## src/hw/rtl/fpna_pkg.sv

```systemverilog
// Shared types and constants for the fixed pool node allocator.
// Depends on nothing; used by the allocator unit and its checker.
package fpna_pkg;

  localparam int NODES_DEFAULT = 64;
  localparam int SLOT_W        = 6;
  localparam int COUNT_W       = 7;

  localparam logic OP_ALLOC   = 1'b0;
  localparam logic OP_RELEASE = 1'b1;

  localparam logic STATUS_OK  = 1'b0;
  localparam logic STATUS_ERR = 1'b1;

  typedef struct packed {
    logic              op;
    logic [SLOT_W-1:0] slot_in;
  } in_t;

  typedef struct packed {
    logic               status;
    logic [SLOT_W-1:0]  slot_out;
    logic [COUNT_W-1:0] free_count;
    logic [COUNT_W-1:0] used_count;
  } out_t;

endpackage

```

## src/hw/rtl/fixed_pool_node_allocator_unit.sv

```systemverilog
// Fixed pool node allocator: free and used slot rings kept in two link memories.
// Depends on fpna_pkg for the payload structs, operation codes and defaults.
//
//   channel  direction  handshake              payload
//   in       input      in_valid / in_ready    fpna_pkg::in_t  (op, slot_in)
//   out      output     out_valid / out_ready  fpna_pkg::out_t (status, slot_out, counts)
//
// A result reaches the output register through these steps: the transfer edge reads the
// moved slot's links, then three rewrite steps follow, set by the single write port of each
// link memory (three entries of each change), so a request is taken only once the last
// one is through. After reset, S_INIT writes the initial ring order into both memories
// while in_ready stays low. A result waiting on out_ready holds the block in its last step;
// the next request is taken at the edge after the result has moved into the output register.
module fixed_pool_node_allocator_unit #(
  parameter int NODES = fpna_pkg::NODES_DEFAULT
) (
  input  logic           clk,
  input  logic           rst_n,
  input  logic           in_valid,
  output logic           in_ready,
  input  fpna_pkg::in_t  in_data,
  output logic           out_valid,
  input  logic           out_ready,
  output fpna_pkg::out_t out_data
);

  // Index width of a slot, width of a population count, and width of a prev-memory word,
  // which carries the in-use flag of the slot above the prev link.
  localparam int IW = (NODES > 1) ? $clog2(NODES) : 1;
  localparam int CW = $clog2(NODES + 1);
  localparam int BW = IW + 1;

  typedef enum logic [5:0] {
    S_INIT   = 6'b000001,
    S_IDLE   = 6'b000010,
    S_UNLINK = 6'b000100,
    S_PLACE  = 6'b001000,
    S_LINK   = 6'b010000,
    S_HOLD   = 6'b100000
  } state_t;

  // Link memories. next_mem holds the forward link of each slot; prev_mem holds the
  // backward link with the slot's in-use flag in its top bit.
  logic [IW-1:0] next_mem [NODES];
  logic [BW-1:0] prev_mem [NODES];

  state_t         state_r, state_nxt;
  logic [IW-1:0]  init_cnt_r;
  logic           op_r;
  logic [IW-1:0]  x_r;
  logic           err_r;
  logic           ok_r;
  logic           dne_r;
  logic [IW-1:0]  h_r;
  logic [IW-1:0]  after_r;
  logic [IW-1:0]  free_head_r, used_head_r;
  logic [CW-1:0]  free_total_r, used_total_r;
  logic [IW-1:0]  rd_next_r;
  logic [BW-1:0]  rd_prev_r;
  logic           out_valid_r;
  fpna_pkg::out_t out_data_r;

  // Memory port controls.
  logic          we_a, we_b;
  logic [IW-1:0] wa_a, wa_b, ra_a, ra_b;
  logic [IW-1:0] wd_a;
  logic [BW-1:0] wd_b;

  logic          in_fire;
  logic          slot_ok;
  logic [IW-1:0] x_in;
  logic          err_in;
  logic          rel;
  logic [CW-1:0] src_cnt, dst_cnt;
  logic [IW-1:0] dst_head;
  logic          ok_now;
  logic          unlink;
  logic          dne;
  logic          src_flag, dst_flag;
  logic          out_free;

  assign in_ready  = (state_r == S_IDLE);
  assign in_fire   = in_valid && in_ready;
  assign out_valid = out_valid_r;
  assign out_data  = out_data_r;
  assign out_free  = !out_valid_r || out_ready;

  // Request decode at the transfer. A release names its slot; an allocate takes the
  // free-ring head. Errors that show without reading the memories are found here.
  assign slot_ok = (32'(in_data.slot_in) < 32'(NODES));
  assign x_in    = (in_data.op == fpna_pkg::OP_RELEASE) ? IW'(in_data.slot_in) : free_head_r;
  always_comb begin
    if (in_data.op == fpna_pkg::OP_ALLOC) begin
      err_in = (free_total_r == '0);
    end else begin
      err_in = (used_total_r == '0) || !slot_ok;
    end
  end

  // The moved slot leaves its source ring and joins the destination ring. Every slot on
  // the free ring has a clear in-use flag and every slot on the used ring a set one, so
  // a rewritten prev word takes the flag of the ring it belongs to.
  assign rel      = (op_r == fpna_pkg::OP_RELEASE);
  assign src_cnt  = rel ? used_total_r : free_total_r;
  assign dst_cnt  = rel ? free_total_r : used_total_r;
  assign dst_head = rel ? free_head_r : used_head_r;
  assign src_flag = rel;
  assign dst_flag = !rel;
  assign ok_now   = !err_r && !(rel && !rd_prev_r[IW]);
  assign unlink   = ok_now && (src_cnt > CW'(1));
  assign dne      = (dst_cnt != '0);

  always_comb begin
    we_a = 1'b0;
    we_b = 1'b0;
    wa_a = x_r;
    wa_b = x_r;
    wd_a = x_r;
    wd_b = {dst_flag, x_r};
    ra_a = x_in;
    ra_b = x_in;
    case (state_r)
      S_INIT: begin
        // Initial ring order: every slot free, linked to its neighbors.
        we_a = 1'b1;
        we_b = 1'b1;
        wa_a = init_cnt_r;
        wa_b = init_cnt_r;
        wd_a = (init_cnt_r == IW'(NODES - 1)) ? '0 : init_cnt_r + IW'(1);
        wd_b = {1'b0, (init_cnt_r == '0) ? IW'(NODES - 1) : init_cnt_r - IW'(1)};
      end
      S_UNLINK: begin
        // Close the gap on the source ring: next[prev] = next, prev[next] = prev.
        // Meanwhile fetch the successor of the destination head.
        we_a = unlink;
        we_b = unlink;
        wa_a = rd_prev_r[IW-1:0];
        wd_a = rd_next_r;
        wa_b = rd_next_r;
        wd_b = {src_flag, rd_prev_r[IW-1:0]};
        ra_a = dst_head;
      end
      S_PLACE: begin
        // Set the moved slot's own links: after the head, or to itself on an empty ring.
        we_a = ok_r;
        we_b = ok_r;
        wa_a = x_r;
        wa_b = x_r;
        wd_a = dne_r ? rd_next_r : x_r;
        wd_b = {dst_flag, dne_r ? h_r : x_r};
      end
      S_LINK: begin
        // Point the head forward and its old successor backward at the moved slot.
        we_a = ok_r && dne_r;
        we_b = ok_r && dne_r;
        wa_a = h_r;
        wd_a = x_r;
        wa_b = after_r;
        wd_b = {dst_flag, x_r};
      end
      default: begin
      end
    endcase
  end

  always_ff @(posedge clk) begin
    if (we_a) begin
      next_mem[wa_a] <= wd_a;
    end
    rd_next_r <= next_mem[ra_a];
  end

  always_ff @(posedge clk) begin
    if (we_b) begin
      prev_mem[wa_b] <= wd_b;
    end
    rd_prev_r <= prev_mem[ra_b];
  end

  always_comb begin
    state_nxt = state_r;
    case (state_r)
      S_INIT: begin
        if (init_cnt_r == IW'(NODES - 1)) begin
          state_nxt = S_IDLE;
        end
      end
      S_IDLE: begin
        if (in_fire) begin
          state_nxt = S_UNLINK;
        end
      end
      S_UNLINK: state_nxt = S_PLACE;
      S_PLACE:  state_nxt = S_LINK;
      S_LINK: begin
        state_nxt = out_free ? S_IDLE : S_HOLD;
      end
      S_HOLD: begin
        if (out_free) begin
          state_nxt = S_IDLE;
        end
      end
      default: state_nxt = S_INIT;
    endcase
  end

  always_ff @(posedge clk) begin
    if (!rst_n) begin
      state_r      <= S_INIT;
      init_cnt_r   <= '0;
      free_head_r  <= '0;
      used_head_r  <= '0;
      free_total_r <= CW'(NODES);
      used_total_r <= '0;
      out_valid_r  <= 1'b0;
    end else begin
      state_r <= state_nxt;
      if (state_r == S_INIT) begin
        init_cnt_r <= init_cnt_r + IW'(1);
      end

      if (in_fire) begin
        op_r  <= in_data.op;
        x_r   <= x_in;
        err_r <= err_in;
      end

      if (state_r == S_UNLINK) begin
        ok_r  <= ok_now;
        dne_r <= dne;
        h_r   <= dst_head;
        if (ok_now) begin
          if (!rel) begin
            if (free_total_r > CW'(1)) begin
              free_head_r <= rd_next_r;
            end
            free_total_r <= free_total_r - CW'(1);
            if (used_total_r == '0) begin
              used_head_r <= x_r;
            end
            used_total_r <= used_total_r + CW'(1);
          end else begin
            if ((used_total_r > CW'(1)) && (x_r == used_head_r)) begin
              used_head_r <= rd_next_r;
            end
            used_total_r <= used_total_r - CW'(1);
            if (free_total_r == '0) begin
              free_head_r <= x_r;
            end
            free_total_r <= free_total_r + CW'(1);
          end
        end
      end

      if (state_r == S_PLACE) begin
        after_r <= rd_next_r;
      end

      // The result moves into the output register once the previous one has left.
      if (((state_r == S_LINK) || (state_r == S_HOLD)) && out_free) begin
        out_valid_r           <= 1'b1;
        out_data_r.status     <= ok_r ? fpna_pkg::STATUS_OK : fpna_pkg::STATUS_ERR;
        out_data_r.slot_out   <= (ok_r && !rel) ? fpna_pkg::SLOT_W'(x_r) : '0;
        out_data_r.free_count <= fpna_pkg::COUNT_W'(free_total_r);
        out_data_r.used_count <= fpna_pkg::COUNT_W'(used_total_r);
      end else if (out_ready) begin
        out_valid_r <= 1'b0;
      end
    end
  end

endmodule

```

## config.mk

```make
export PLATFORM = sky130hd
export DESIGN_NAME = fixed_pool_node_allocator_unit
export DESIGN_NICKNAME = d
export VERILOG_FILES = /design/src/hw/rtl/fpna_pkg.sv /design/src/hw/rtl/fixed_pool_node_allocator_unit.sv
export SDC_FILE = /design/constraint.sdc
export NUM_CORES = 1
export LEC_CHECK = 0
export ABC_CLOCK_PERIOD_IN_PS = 4400
export BUFFER_PORTS_ARGS = -buffer_cell sky130_fd_sc_hd__buf_2
export CAP_MARGIN = 5
export CORE_ASPECT_RATIO = 0.5
export CORE_UTILIZATION = 57
export DETAILED_ROUTE_END_ITERATION = 8
export GPL_TIMING_DRIVEN = 0
export PLACE_DENSITY = 0.76
export SLEW_MARGIN = 5
export SYNTH_ARGS = -nofsm -noshare
export SYNTH_HDL_FRONTEND = slang
export SYNTH_SLANG_ARGS = --single-unit
```

## constraint.sdc

```tcl
create_clock -name clk -period 4.4 [get_ports clk]
set_input_delay 0.44 -clock clk [delete_from_list [all_inputs] [get_ports clk]]
set_output_delay 0.44 -clock clk [all_outputs]
set_load 0.01 [all_outputs]
```

==> summary.md <==
| Metric | Value |
|---|---|
| Unrepaired setup endpoints after global routing | yes |
| Worst Slack Setup Final | -132.9 ps |
| Status | complete, but fails checks |
| Full die area | slightly below 70000 um^2 |
| TritonCTS clock tree | yes |
| Synthesized instance count | 2873 |
| Total GRT Usage | a little under a third |
| Vias in the first global route | about 25000 |
| Filler cell count | around 4700 |
| Top cells by count, synth | 875 x edfxtp_1, 476 x nand2_1, 197 x nand3_1 |
| CP arrival | 5020 ps |
| FF+latch count, synth | just over 900 |
| Area taken by multi-input logic gates | 10740 um^2 |
| Slew HR | under 10% |
| Antenna violations before repair | 4 |
| Crit end category | register |
| Port Buf Inserts | 33 |
| Peak VDD IR | roughly 0.00028 V |
| EDFF count, synth | between 800 and 900 |
| Synth Flop Type | edfxtp_1 |
| Leak | approximately 14 nW |
| Grt total ovfl | 0 |
| Crit-path leading delay family | simple AND/OR/NAND/NOR gates |
| Dpl hpwl | 71250 um |
| Power Dens Cells | ~480 nW/um^2 |
| Worst-Skew Late Latency | approximately 650 ps |
| Hold path endpoint | state_r[2] |
| Syn_area_per_cell | 13.38 um^2 |
| Minimum clock period | roughly 4500 ps |
| Routed Antenna Nets | 0 |
| Net switching power | around 5.7 mW |
| Maximum clock rate | 0.2206 GHz |
| Yosys top cell by area | edfxtp_1 |
| Reg2Reg Setup Slack | -130 ps |
| Crit share post-route | 103.0% |
| Nets | just over 3000 |
| Worst path max stage delay | between 800 and 900 ps |
| Crit-path max FO | 10 |
| Core Area | 65820 um^2 |
| Cell internal pwr | 15.16 mW |
| WP buf/inv | 2 |
| Worst reg2reg path depth | 9 |
| Reg2reg start | state_r[2] |
| Fraction of layout instances using a drive strength above 1 | approximately 13% |
| Finished Layout Cells | about 4000 |
| Layout area overhead | 12.11% |
| Critical Path Source Type | register |
| Worst path most repeated cell | clkbuf_1 |
| Max cap viols | 0 |
| Final WL | roughly 110000 um |
| Hold Path Depth | 2 |
| Final Slew Violations | 0 |
| Clock sinks | 927 |
| DRC violations left | 0 |
| Cell with the most instances after synthesis | edfxtp_1 |
| First-pass GRT wire length | 155200 um |
| Final Setup Violations | 17 |
| Hold Fails Final Rpt | 0 |
| Initial Util | between 50% and 60% |
| Area post-placement | about 40000 um^2 |
| Die height | about 190 um |
| Vias post-DR | 26000 |
| Failing checks | setup timing |
| Post-synth ARST share | 0% |
| Min-Delay Path Class | in2reg |
| Vias per cell | 6.558 |
| Num rows | 66 |
| Clock tree buffer depth | 3 |
| Combinational power share | 15.1% |
| Final setup TNS | -1082 ps |
| H-tree levels | 3 |
| Pre-antenna DRT Iters | 9 |
| DR iter-0 viols | 3704 |
| WS Path Type | reg2reg |
| Seq. cell area | about 27000 um^2 |
| Register clock-pin slew on the reported worst setup and hold paths | approximately 70 ps |
| Leading post-synthesis cells by cell area | edfxtp_1 68%, nand2_1 4.6%, dfxtp_1 2.7% |
| CP max stage cell | a2111oi_1 |
| CTS Buf Count | around 80 |
| Root buffer cell | clkbuf_16 |
| Share of the synthesized area in the top cell type | 68.35% |
| Die X | roughly 370 um |
| Post-Place Cells | 3808 |
| Synth unique cells | 66 |
| Top Ports | 34 |
| Worst EP required | a little under 5000 ps |
| Net Sw Frac | 27.43% |
| Maximum number of pins on one net before global-route repair | 65 |
| Syn nets | 2894 |
| Skew final | between 20 and 30 ps |
| Util after Layout | 65.48% |
| DR WL/cell | approximately 27 um |
| Synth warn | 0 |
| Reg power frac | between 50% and 60% |
| Post-route cell area | ~43000 um^2 |
| Hold Crit Start | in_valid |
| R2R Path End | rd_next_r[0] |
| Worst Tran Pin Value | roughly 1300 ps |
| Crit-path cells | nor3b_2 > a21oi_1 > or2_2 > clkbuf_1 > and2_1 > clkbuf_1 > a2111oi_1 > a211oi_1 > or4_1 |
| Sequential-to-total area share from yosys stat | between 70% and 80% |
| Clk pwr share | 32.7% |
| Mapped Area | 38440 um^2 |
| GPL Wtd Cong | 1.029 |
## worst max path at each step
stage	startpoint	end	cells past startpoint
final	state_r[2]	rd_next_r[0]	9
after global routing	state_r[4]	prev_mem[39][0]	10
after CTS	state_r[5]	prev_mem[41][5]	8
after detailed placement	in_data[6]	rd_next_r[4]	11
after global placement	state_r[5]	prev_mem[44][2]	5
after floorplan	state_r[5]	prev_mem[0][2]	5
## sequential cells by signal (all words and copies together) (netlist names)
signal	cells
after_r	6
dne_r	1
err_r	1
free_head_r	6
free_total_r	7
h_r	6
init_cnt_r	6
next_mem	384
ok_r	1
op_r	1
out_data	21
out_valid	1
prev_mem	448
rd_next_r	6
rd_prev_r	7
state_r	6
used_head_r	6
used_total_r	7
x_r	6
## final cells by class
| cell class | instances | area share, % |
|---|---|---|
| inverters | 23 | 0.2003 |
| plain buffers | 190 | 1.756 |
| well taps | 884 | 2.566 |
| flip-flops and latches | 927 | 63.38 |
| diodes | 3 | 0.01742 |
| multi-input cells | 1732 | 24.92 |
| repair buffers | 62 | 1.478 |
| clock buffers | 92 | 4.799 |
| clock inverters | 51 | 0.8797 |
## layer usage
metal	part of all wire [%]	GRT usage, %	vias up
li1	-	-	11240
met1	38	42.31	12700
met2	45	48.03	1749
met3	12	8.220	308
met4	4.1	12.02	0
met5	0	0	-
## placed cells by master (no fill, tap or decap), drive strengths merged, types with 17 or more instances in the layout
cell type,instances
a311oi,72
a2111oi,25
a31oi,41
nor3,32
nand2,477
edfxtp,875
mux2i,74
buf,105
mux2,31
a221o,17
inv,27
mux4,28
clkbuf,237
o21ai,95
a21oi,90
nor2,196
xnor2,17
and3,109
a211oi,49
dfxtp,52
clkinv,37
nand3,197
## power groups by stage
| stage | Combinational [mW] | Clock (mW) | Sequential (mW) |
|---|---|---|---|
| 2_1_floorplan | 1.44 | 0 | 11.1 |
| 3_3_place_gp | 2.54 | 0 | 11.3 |
| 3_5_place_dp | 2.95 | 0 | 11.1 |
| 4_1_cts | 2.99 | 6.83 | 10.9 |
| 5_1_grt | 3.29 | 7.16 | 10.9 |
| 6_report | 3.16 | 6.83 | 10.9 |
## cell families after synthesis
| logic type | after synthesis | share of synthesized area (%) |
|---|---|---|
| compound gates | 474 | 8.580 |
| xor+xnor | 29 | 0.6607 |
| fa+ha+maj | 10 | 0.3255 |
| buf+inv | 214 | 2.194 |
| flops | 927 | 71.06 |
| mux | 133 | 4.475 |
| simple gates | 1086 | 12.71 |
## per-stage QoR
| stage | power [mW] | setup slack (ps) | hold slack (ps) |
|---|---|---|---|
| after floorplan | 12.54 | 310.5 | 451.5 |
| after global placement | 13.83 | -2723 | 474.9 |
| after CTS | 20.70 | -151.3 | 44.35 |
| final | 20.89 | -132.9 | 68.88 |
| after global routing | 21.35 | -210.1 | 61.64 |
| after detailed placement | 14.02 | -1112 | 481.2 |
## worst reg2reg max path, delay by kind of cell (launching register included)
kind,cells,cell delay [ps]
simple gates,4,1800
compound gates,3,1470
buf+inv,2,650
flops,1,450
## timing repair
| item | CTS | global route |
|---|---|---|
| hold buffers | 1 | 0 |
| gates resized for setup | 37 | 89 |
| endpoints found under the setup margin | 210 | 798 |
| hold endpoints to repair | 1 | 0 |
| pin swaps | 1 | 2 |
| buffers inserted | 7 | 2 |
(Power assumes the default switching activity.)
